$ cat config.mk
export PLATFORM = sky130hd
export DESIGN_NAME = all_pole_iir_cascade_core
export DESIGN_NICKNAME = d
export VERILOG_FILES = /design/src/sv/apic_pkg.sv /design/src/sv/apic_ram.sv /design/src/sv/all_pole_iir_cascade_core.sv
export SDC_FILE = /design/constraint.sdc
export NUM_CORES = 2
export LEC_CHECK = 0
export ABC_AREA = 1
export BUFFER_PORTS_ARGS = -buffer_cell sky130_fd_sc_hd__buf_2
export CAP_MARGIN = 30
export CORE_UTILIZATION = 25
export CTS_BUF_LIST = sky130_fd_sc_hd__clkbuf_8
export CTS_CLUSTER_SIZE = 10
export DETAILED_ROUTE_END_ITERATION = 8
export GPL_TIMING_DRIVEN = 0
export SLEW_MARGIN = 5
export SYNTH_ARGS = -nofsm -noshare
export SYNTH_HDL_FRONTEND = slang
export SYNTH_HIERARCHICAL = 1
export SYNTH_SLANG_ARGS = --single-unit
$ cat constraint.sdc
create_clock -name clk -period 8.96 [get_ports clk]
set_clock_uncertainty 0.1 [all_clocks]
set_input_delay 0.896 -clock clk [delete_from_list [all_inputs] [get_ports clk]]
set_output_delay 0.896 -clock clk [all_outputs]
set_load 0.02 [all_outputs]
$ cat src/sv/apic_pkg.sv
`timescale 1ns / 1ps

package apic_pkg;

  localparam int FILTER_ORDER_DEF = 6;
  localparam int MAX_ORDER        = 8;
  localparam int NUM_COEF         = 6;

  // register indexes on the configuration port
  localparam int REG_COEF_FIRST = 0;
  localparam int REG_STRUCTURE  = 6;
  localparam int CFG_IDX_W      = 3;

  localparam int COEF_W   = 24;
  localparam int HIST_W   = 32;
  localparam int SAMPLE_W = 24;
  localparam int CSHIFT   = 22;
  localparam int PROD_W   = COEF_W + HIST_W;
  localparam int ACC_W    = PROD_W + 2;
  localparam int RND_W    = ACC_W - CSHIFT;

  typedef logic signed [COEF_W-1:0]   coef_t;
  typedef logic signed [HIST_W-1:0]   hist_t;
  typedef logic signed [SAMPLE_W-1:0] sample_t;
  typedef logic signed [PROD_W-1:0]   prod_t;
  typedef logic signed [ACC_W-1:0]    acc_t;

  typedef struct packed {
    hist_t val;
    logic  hit;
  } sat_t;

  typedef struct packed {
    sample_t val;
    logic    hit;
  } sat24_t;

  typedef enum logic [3:0] {
    S_IDLE,
    S_RDA,
    S_RDB,
    S_CAPB,
    S_D_M0,
    S_D_M1,
    S_D_ACC,
    S_D_WR,
    S_T_ADD,
    S_T_M1,
    S_T_M0,
    S_T_W1,
    S_T_W0,
    S_OUT
  } state_t;

  localparam hist_t HIST_MAX = {1'b0, {(HIST_W-1){1'b1}}};
  localparam hist_t HIST_MIN = {1'b1, {(HIST_W-1){1'b0}}};

  // round Q.22 to Q.0 (ties up), then clamp to 32 bits
  function automatic sat_t round_sat(input acc_t a);
    acc_t                    t;
    logic [RND_W-1:0]        s;
    logic [RND_W-HIST_W:0]   top;
    sat_t                    r;
    t   = a + (acc_t'(1) <<< (CSHIFT - 1));
    s   = t[ACC_W-1:CSHIFT];
    top = s[RND_W-1:HIST_W-1];
    r.hit = !((&top) || (~|top));
    if (r.hit) begin
      r.val = s[RND_W-1] ? HIST_MIN : HIST_MAX;
    end else begin
      r.val = s[HIST_W-1:0];
    end
    return r;
  endfunction

  function automatic sat_t add_sat(input hist_t a, input hist_t b);
    logic [HIST_W:0] s;
    sat_t            r;
    s = {a[HIST_W-1], a} + {b[HIST_W-1], b};
    r.hit = s[HIST_W] ^ s[HIST_W-1];
    if (r.hit) begin
      r.val = s[HIST_W] ? HIST_MIN : HIST_MAX;
    end else begin
      r.val = s[HIST_W-1:0];
    end
    return r;
  endfunction

  function automatic sat24_t sat_out(input hist_t a);
    logic [HIST_W-SAMPLE_W:0] top;
    sat24_t                   r;
    top   = a[HIST_W-1:SAMPLE_W-1];
    r.hit = !((&top) || (~|top));
    if (r.hit) begin
      r.val = a[HIST_W-1] ? {1'b1, {(SAMPLE_W-1){1'b0}}} : {1'b0, {(SAMPLE_W-1){1'b1}}};
    end else begin
      r.val = a[SAMPLE_W-1:0];
    end
    return r;
  endfunction

endpackage

$ cat src/sv/apic_ram.sv
`timescale 1ns / 1ps

module apic_ram #(
  parameter int WIDTH = 32,
  parameter int DEPTH = 6,
  localparam int AW   = (DEPTH > 1) ? $clog2(DEPTH) : 1
) (
  input  logic             clk,
  input  logic             we,
  input  logic [AW-1:0]    waddr,
  input  logic [WIDTH-1:0] wdata,
  input  logic [AW-1:0]    raddr,
  output logic [WIDTH-1:0] rdata
);

  logic [WIDTH-1:0] mem [DEPTH];

  always_ff @(posedge clk) begin
    if (we) begin
      mem[waddr] <= wdata;
    end
    rdata <= mem[raddr];
  end

endmodule

$ cat src/sv/all_pole_iir_cascade_core.sv
`timescale 1ns / 1ps

// channel   signals                                dir  beat
// input     in_valid / in_ready, sample_in         in   one sample
// output    out_valid / out_ready, sample_out,     out  one filtered sample
//           clipped
// config    cfg_write, cfg_index, cfg_data         in   one register write
//
// One sample at a time through a single 24x32 multiplier and the history RAM.
// Each sample walks the sections in turn, through the direct or the transposed
// section states; sections = ceil(FILTER_ORDER/2), so three at order 6.
// The output register frees the result side; a held result delays the next
// sample only if its result is ready before the previous one is taken.
// Reset clears coefficients and structure select; history valid bits make
// every history entry read as zero until written, so no clearing pass.

module all_pole_iir_cascade_core #(
  parameter int FILTER_ORDER = apic_pkg::FILTER_ORDER_DEF
) (
  input  logic                             clk,
  input  logic                             rst,
  input  logic                             in_valid,
  output logic                             in_ready,
  input  logic signed [apic_pkg::SAMPLE_W-1:0] sample_in,
  output logic                             out_valid,
  input  logic                             out_ready,
  output logic signed [apic_pkg::SAMPLE_W-1:0] sample_out,
  output logic                             clipped,
  input  logic                             cfg_write,
  input  logic [apic_pkg::CFG_IDX_W-1:0]   cfg_index,
  input  logic [apic_pkg::COEF_W-1:0]      cfg_data
);

  localparam int ORD = (FILTER_ORDER < 1) ? 1 :
                       ((FILTER_ORDER > apic_pkg::MAX_ORDER) ? apic_pkg::MAX_ORDER :
                        FILTER_ORDER);
  localparam int AW  = (ORD > 1) ? $clog2(ORD) : 1;
  localparam int BW  = $clog2(ORD + 2);

  apic_pkg::state_t state, state_next;

  logic [BW-1:0]     base;
  apic_pkg::hist_t   v, ha, hb, rdata_m;
  apic_pkg::prod_t   prod, mul_p;
  apic_pkg::acc_t    acc;
  logic              clip;
  logic              rd_vld;
  logic [ORD-1:0]    hist_vld;
  apic_pkg::coef_t   coef [apic_pkg::NUM_COEF];
  logic              structure;

  apic_pkg::coef_t   c_old, c_new, mul_c;
  apic_pkg::hist_t   mul_x;
  logic              single, last_sec, out_load;
  logic [AW-1:0]     addr_old, addr_new;

  logic              ram_we;
  logic [AW-1:0]     ram_waddr, ram_raddr;
  apic_pkg::hist_t   ram_wdata;
  logic [apic_pkg::HIST_W-1:0] ram_rdata;

  apic_pkg::sat_t    rs, as;
  apic_pkg::sat24_t  os;

  apic_ram #(
    .WIDTH (apic_pkg::HIST_W),
    .DEPTH (ORD)
  ) u_hist (
    .clk   (clk),
    .we    (ram_we),
    .waddr (ram_waddr),
    .wdata (ram_wdata),
    .raddr (ram_raddr),
    .rdata (ram_rdata)
  );

  // odd order: last section is first order, uses only the entry at base
  assign single   = (ORD % 2 == 1) && (int'(base) == ORD - 1);
  assign last_sec = (int'(base) + 2 >= ORD);
  assign addr_old = base[AW-1:0];
  assign addr_new = single ? base[AW-1:0] : AW'(base + 1'b1);

  always_comb begin
    c_old = '0;
    c_new = '0;
    for (int k = 0; k < apic_pkg::NUM_COEF; k++) begin
      if (!single && int'(base) == k) c_old = coef[k];
      if (int'(addr_new) == k) c_new = coef[k];
    end
  end

  assign rdata_m = rd_vld ? apic_pkg::hist_t'(ram_rdata) : '0;
  assign mul_p   = mul_c * mul_x;
  assign rs      = apic_pkg::round_sat(acc);
  assign as      = apic_pkg::add_sat(v, hb);
  assign os      = apic_pkg::sat_out(v);

  always_comb begin
    state_next = state;
    unique case (state)
      apic_pkg::S_IDLE:  if (in_valid) state_next = apic_pkg::S_RDA;
      apic_pkg::S_RDA:   state_next = apic_pkg::S_RDB;
      apic_pkg::S_RDB:   state_next = apic_pkg::S_CAPB;
      apic_pkg::S_CAPB:  state_next = structure ? apic_pkg::S_T_ADD : apic_pkg::S_D_M0;
      apic_pkg::S_D_M0:  state_next = apic_pkg::S_D_M1;
      apic_pkg::S_D_M1:  state_next = apic_pkg::S_D_ACC;
      apic_pkg::S_D_ACC: state_next = apic_pkg::S_D_WR;
      apic_pkg::S_D_WR:  state_next = last_sec ? apic_pkg::S_OUT : apic_pkg::S_RDA;
      apic_pkg::S_T_ADD: state_next = apic_pkg::S_T_M1;
      apic_pkg::S_T_M1:  state_next = apic_pkg::S_T_M0;
      apic_pkg::S_T_M0:  state_next = apic_pkg::S_T_W1;
      apic_pkg::S_T_W1:  state_next = apic_pkg::S_T_W0;
      apic_pkg::S_T_W0:  state_next = last_sec ? apic_pkg::S_OUT : apic_pkg::S_RDA;
      apic_pkg::S_OUT:   if (!out_valid || out_ready) state_next = apic_pkg::S_IDLE;
      default:           state_next = apic_pkg::S_IDLE;
    endcase
  end

  always_comb begin
    in_ready  = 1'b0;
    out_load  = 1'b0;
    ram_raddr = addr_old;
    ram_we    = 1'b0;
    ram_waddr = addr_new;
    ram_wdata = rs.val;
    mul_c     = c_old;
    mul_x     = ha;
    unique case (state)
      apic_pkg::S_IDLE:  in_ready = 1'b1;
      apic_pkg::S_RDB:   ram_raddr = addr_new;
      apic_pkg::S_D_M1: begin
        mul_c = c_new;
        mul_x = hb;
      end
      apic_pkg::S_D_ACC: begin
        ram_we    = !single;
        ram_waddr = addr_old;
        ram_wdata = hb;
      end
      apic_pkg::S_D_WR:  ram_we = 1'b1;
      apic_pkg::S_T_M1: begin
        mul_c = c_new;
        mul_x = v;
      end
      apic_pkg::S_T_M0:  mul_x = v;
      apic_pkg::S_T_W1:  ram_we = 1'b1;
      apic_pkg::S_T_W0: begin
        ram_we    = !single;
        ram_waddr = addr_old;
      end
      apic_pkg::S_OUT:   out_load = !out_valid || out_ready;
      default: ;
    endcase
  end

  // control and configuration
  always_ff @(posedge clk) begin
    if (rst) begin
      state     <= apic_pkg::S_IDLE;
      out_valid <= 1'b0;
      hist_vld  <= '0;
      structure <= 1'b0;
      for (int k = 0; k < apic_pkg::NUM_COEF; k++) coef[k] <= '0;
    end else begin
      state <= state_next;
      if (out_load) begin
        out_valid <= 1'b1;
      end else if (out_ready) begin
        out_valid <= 1'b0;
      end
      if (ram_we) hist_vld[ram_waddr] <= 1'b1;
      if (cfg_write) begin
        for (int k = 0; k < apic_pkg::NUM_COEF; k++) begin
          if (int'(cfg_index) == apic_pkg::REG_COEF_FIRST + k) coef[k] <= cfg_data;
        end
        if (int'(cfg_index) == apic_pkg::REG_STRUCTURE) structure <= cfg_data[0];
      end
    end
  end

  // datapath
  always_ff @(posedge clk) begin
    rd_vld <= hist_vld[ram_raddr];
    prod   <= mul_p;
    unique case (state)
      apic_pkg::S_IDLE: begin
        v    <= apic_pkg::hist_t'(sample_in);
        base <= '0;
        clip <= 1'b0;
      end
      apic_pkg::S_RDB:   ha <= single ? '0 : rdata_m;
      apic_pkg::S_CAPB:  hb <= rdata_m;
      apic_pkg::S_D_M0:  acc <= apic_pkg::acc_t'(v) <<< apic_pkg::CSHIFT;
      apic_pkg::S_D_M1:  acc <= acc - apic_pkg::acc_t'(prod);
      apic_pkg::S_D_ACC: acc <= acc - apic_pkg::acc_t'(prod);
      apic_pkg::S_D_WR: begin
        v    <= rs.val;
        clip <= clip | rs.hit;
        base <= BW'(base + 2'd2);
      end
      apic_pkg::S_T_ADD: begin
        v    <= as.val;
        clip <= clip | as.hit;
      end
      apic_pkg::S_T_M1:  acc <= apic_pkg::acc_t'(ha) <<< apic_pkg::CSHIFT;
      apic_pkg::S_T_M0:  acc <= acc - apic_pkg::acc_t'(prod);
      apic_pkg::S_T_W1: begin
        clip <= clip | rs.hit;
        acc  <= -apic_pkg::acc_t'(prod);
      end
      apic_pkg::S_T_W0: begin
        clip <= clip | (rs.hit & !single);
        base <= BW'(base + 2'd2);
      end
      apic_pkg::S_OUT: begin
        if (out_load) begin
          sample_out <= os.val;
          clipped    <= clip | os.hit;
        end
      end
      default: ;
    endcase
  end

  a_start: assert property (@(posedge clk) disable iff (rst)
    in_valid && in_ready |=> state == apic_pkg::S_RDA && base == '0)
    else $error("sample accepted but section walk did not start at zero");

  a_wr_range: assert property (@(posedge clk) disable iff (rst)
    ram_we |-> int'(ram_waddr) < ORD)
    else $error("history write beyond filter order");

  a_base_range: assert property (@(posedge clk) disable iff (rst)
    state != apic_pkg::S_IDLE && state != apic_pkg::S_OUT |-> int'(base) < ORD)
    else $error("section index out of range during walk");

  a_out_load: assert property (@(posedge clk) disable iff (rst)
    state == apic_pkg::S_OUT && (!out_valid || out_ready)
      |=> out_valid && state == apic_pkg::S_IDLE)
    else $error("finished sample not presented on output");

endmodule

==> results.md <==
- TritonCTS clock tree: done
- NumNets Final: 8759
- Initial Util: 25.2%
- Fill cell count: 26400
- Max incr delay on CP: 580 ps
- Drt pass-1 iters: 6
- Number of synthesized register bits: 619
- Yosys top cell by area: fa_1
- Post-synthesis instance total: 7426
- Global-route wire length before repair: 339000 um
- Ys Warns: 6
- I/O Buffers: 82
- Worst slack at placement: -1280 ps
- Die X: 498 um
- Die Height: 498 um
- Setup crit start kind: register
- Via density: 4.80
- Slew @ Worst Pin: 1040 ps
- CP max stage cell: fa_1
- Top cells by area, synth: fa_1 26%, edfxtp_1 25%, nand2_1 9.3%, inv_1 8.2%, nor2_1 6.3%
- P&R area growth vs syn: 12.5%
- Post-DP HPWL: 195000 um
- Worst EP arrival: 9290 ps
- Final Non-Filler Cells: 11000
- Detailed Route WL: 234000 um
- Largest net degree at the start of global routing: 33
- Num CTS Buffers: 103
- Routed WL per cell: 21.4 um
- Max_slew headroom: 29.9%
- Number of endpoints failing setup at the final stage: 0
- Placer Congestion: 1.03
- Top_reg_cell synth: edfxtp_1
- Synth cell types: 55
- Syn Area/Cell: 8.30 sq um
- Status: completed
- Max-cap violations: 0
- Placed inst area: 66700 sq um
- Dpl cells: 10700
- Root Buffer: clkbuf_8
- Via count: 52700
- Initial antenna violation count: 4
- Final worst slack: 201 ps
- Vias in the first global route: 51100
- Core area: 244000 sq um
- Nature of the critical path endpoint: register
- Final global-route overflow total: 0
- Final period util: 97.8%
- Post-synth EDFFs: 518
- Reg area: 17600 sq um
- Multi-input logic area: 37700 sq um
- Hold-fix buffers, CTS: 0
- Final Cell Area: 69300 sq um
- Min Tclk post-route: 8760 ps
- Register area share after synthesis: 28.5%
- CTS H-tree lvls: 3
- Asr flop ratio synth: 0%
- DIE AREA: 248000 sq um
- Top cell type's share of synthesized area: 25.5%
- Top-count cell post-synth: nand2_1
- Number of DRC markers in iteration 0: 5778
- Commonest cells post-synth: 1529 x nand2_1, 1348 x inv_1, 1037 x nor2_1
- Max FO, Critical Path: 10
- Worst-path clk slew: 60 ps
- Antenna viol nets, final: 0
- Share of layout cells above drive strength 1: 8.48%
- Final hold vios: 0
- F_max: 0.114 GHz
- Total GRT Usage: 18.4%
- Worst path most repeated cell: inv_1
- Clock buffer depth: 3
- WS Path Type: register to register
- Ports: 83
- Clock latency on the worst-skew pair: 820 ps
- Synthesized cell area: 61600 sq um
- Syn Nets: 8512
- Number of cell rows: 181
- Data required time of the worst path: 9490 ps
- Type of the worst min-delay path: input pin to register
- Final Max Tran Viols: 0
- Clock Sinks: 619
- DRC violations left: 0
==> placed cells by master, fill, tap and decap left out, types with 13 or more instances in the layout <==
| cell type | Yosys | routed |
|---|---|---|
| nand3b_1 | 19 | 19 |
| inv_1 | 1348 | 1372 |
| nand3_1 | 415 | 414 |
| a21oi_1 | 267 | 260 |
| buf_4 | 38 | 81 |
| clkbuf_4 | 0 | 14 |
| a21o_1 | 13 | 13 |
| buf_2 | 125 | 194 |
| o21ai_0 | 325 | 317 |
| clkinv_2 | 0 | 20 |
| nor2_1 | 1037 | 1021 |
| a21oi_2 | 17 | 23 |
| nand2_2 | 6 | 17 |
| nor3_1 | 44 | 41 |
| dfxtp_1 | 101 | 101 |
| nand4_1 | 85 | 85 |
| ha_1 | 245 | 238 |
| edfxtp_1 | 518 | 518 |
| xor2_1 | 64 | 64 |
| o22ai_1 | 29 | 29 |
| buf_6 | 11 | 14 |
| o21bai_1 | 23 | 23 |
| clkbuf_8 | 0 | 114 |
| clkbuf_1 | 71 | 58 |
| xnor2_1 | 57 | 57 |
| inv_2 | 50 | 51 |
| o21ai_1 | 15 | 20 |
| or2_2 | 19 | 19 |
| nand2_1 | 1529 | 1516 |
| fa_1 | 785 | 776 |
| clkinv_1 | 0 | 16 |
| a31oi_1 | 34 | 34 |
| a22oi_1 | 44 | 44 |
==> area by class of cell <==
class | count | area share [%]
plain buffers | 259 | 2.10
repair buffers | 142 | 1.66
clock inverters | 81 | 0.796
diodes | 2 | 0.00722
well taps | 3202 | 5.78
inverters | 1399 | 7.61
flip-flops and latches | 619 | 25.4
multi-input cells | 5149 | 54.4
clock buffers | 113 | 2.24
==> repair_timing <==
action / in CTS / in global routing
pin swaps: 2 / 9
gates resized for setup: 55 / 71
buffers inserted: 7 / 11
endpoints found under the setup margin: 40 / 29
==> worst max-delay path, delay by kind of cell, from the launching register on <==
family / cells / cell delay, ps
flip-flops: 1 / 380
buffers and inverters: 14 / 1540
AO/OA/AOI/OAI: 3 / 980
adder cells (fa/ha/maj): 8 / 3870
AND/OR/NAND/NOR: 11 / 1760
==> worst paths after layout <==
kind	from	end	slack, ps	cells after the start
worst max-delay path	state[3]$_SDFFE_PP0P_	prod[54]$_DFF_P_	200	36
worst min-delay path	sample_in[9]	v[9]$_DFFE_PP_	310	3
worst max register to register	state[3]$_SDFFE_PP0P_	prod[54]$_DFF_P_	200	36
worst min register to register	u_hist/mem[5][1]$_DFFE_PP_	u_hist/rdata[1]$_DFF_P_	350	2
==> sequential cells by signal (all words and copies together), names as in the netlist, 2 cells and up <==
name,cells
acc,58
addr_old,2
coef,144
ha,32
hb,32
hist_vld,6
prod,56
sample_out,24
state,4
u_hist/mem,192
u_hist/rdata,32
v,32
==> layer usage <==
| metal | share of wire, % | vias up | global-route usage (%) |
|---|---|---|---|
| li1 | - | 23800 | - |
| met1 | 42 | 25900 | 24.6 |
| met2 | 45 | 2547 | 29.2 |
| met3 | 8.7 | 427 | 2.94 |
| met4 | 4.9 | 2 | 8.25 |
| met5 | 0.0055 | - | 0 |
==> cells by family after synthesis <==
group | share of synthesized area [%]
XOR/XNOR | 1.72
AO/OA/AOI/OAI | 7.43
flip-flops | 28.5
buffers and inverters | 10.7
adder cells (fa/ha/maj) | 30.5
AND/OR/NAND/NOR | 21.1
==> per-stage QoR <==
stage | util, % | setup TNS (ps) | hold WS, ps
after floorplan | - | 0 | 332
final | 28.4 | 0 | 313
after global routing | 28.4 | -21.4 | 308
after global placement | 27.1 | -24060 | 341
after CTS | 28.3 | 0 | 252
after detailed placement | 27.3 | -25920 | 344
Power is not shown: default switching activity piles up to over one toggle a cycle in this logic, so the estimate is an artifact.
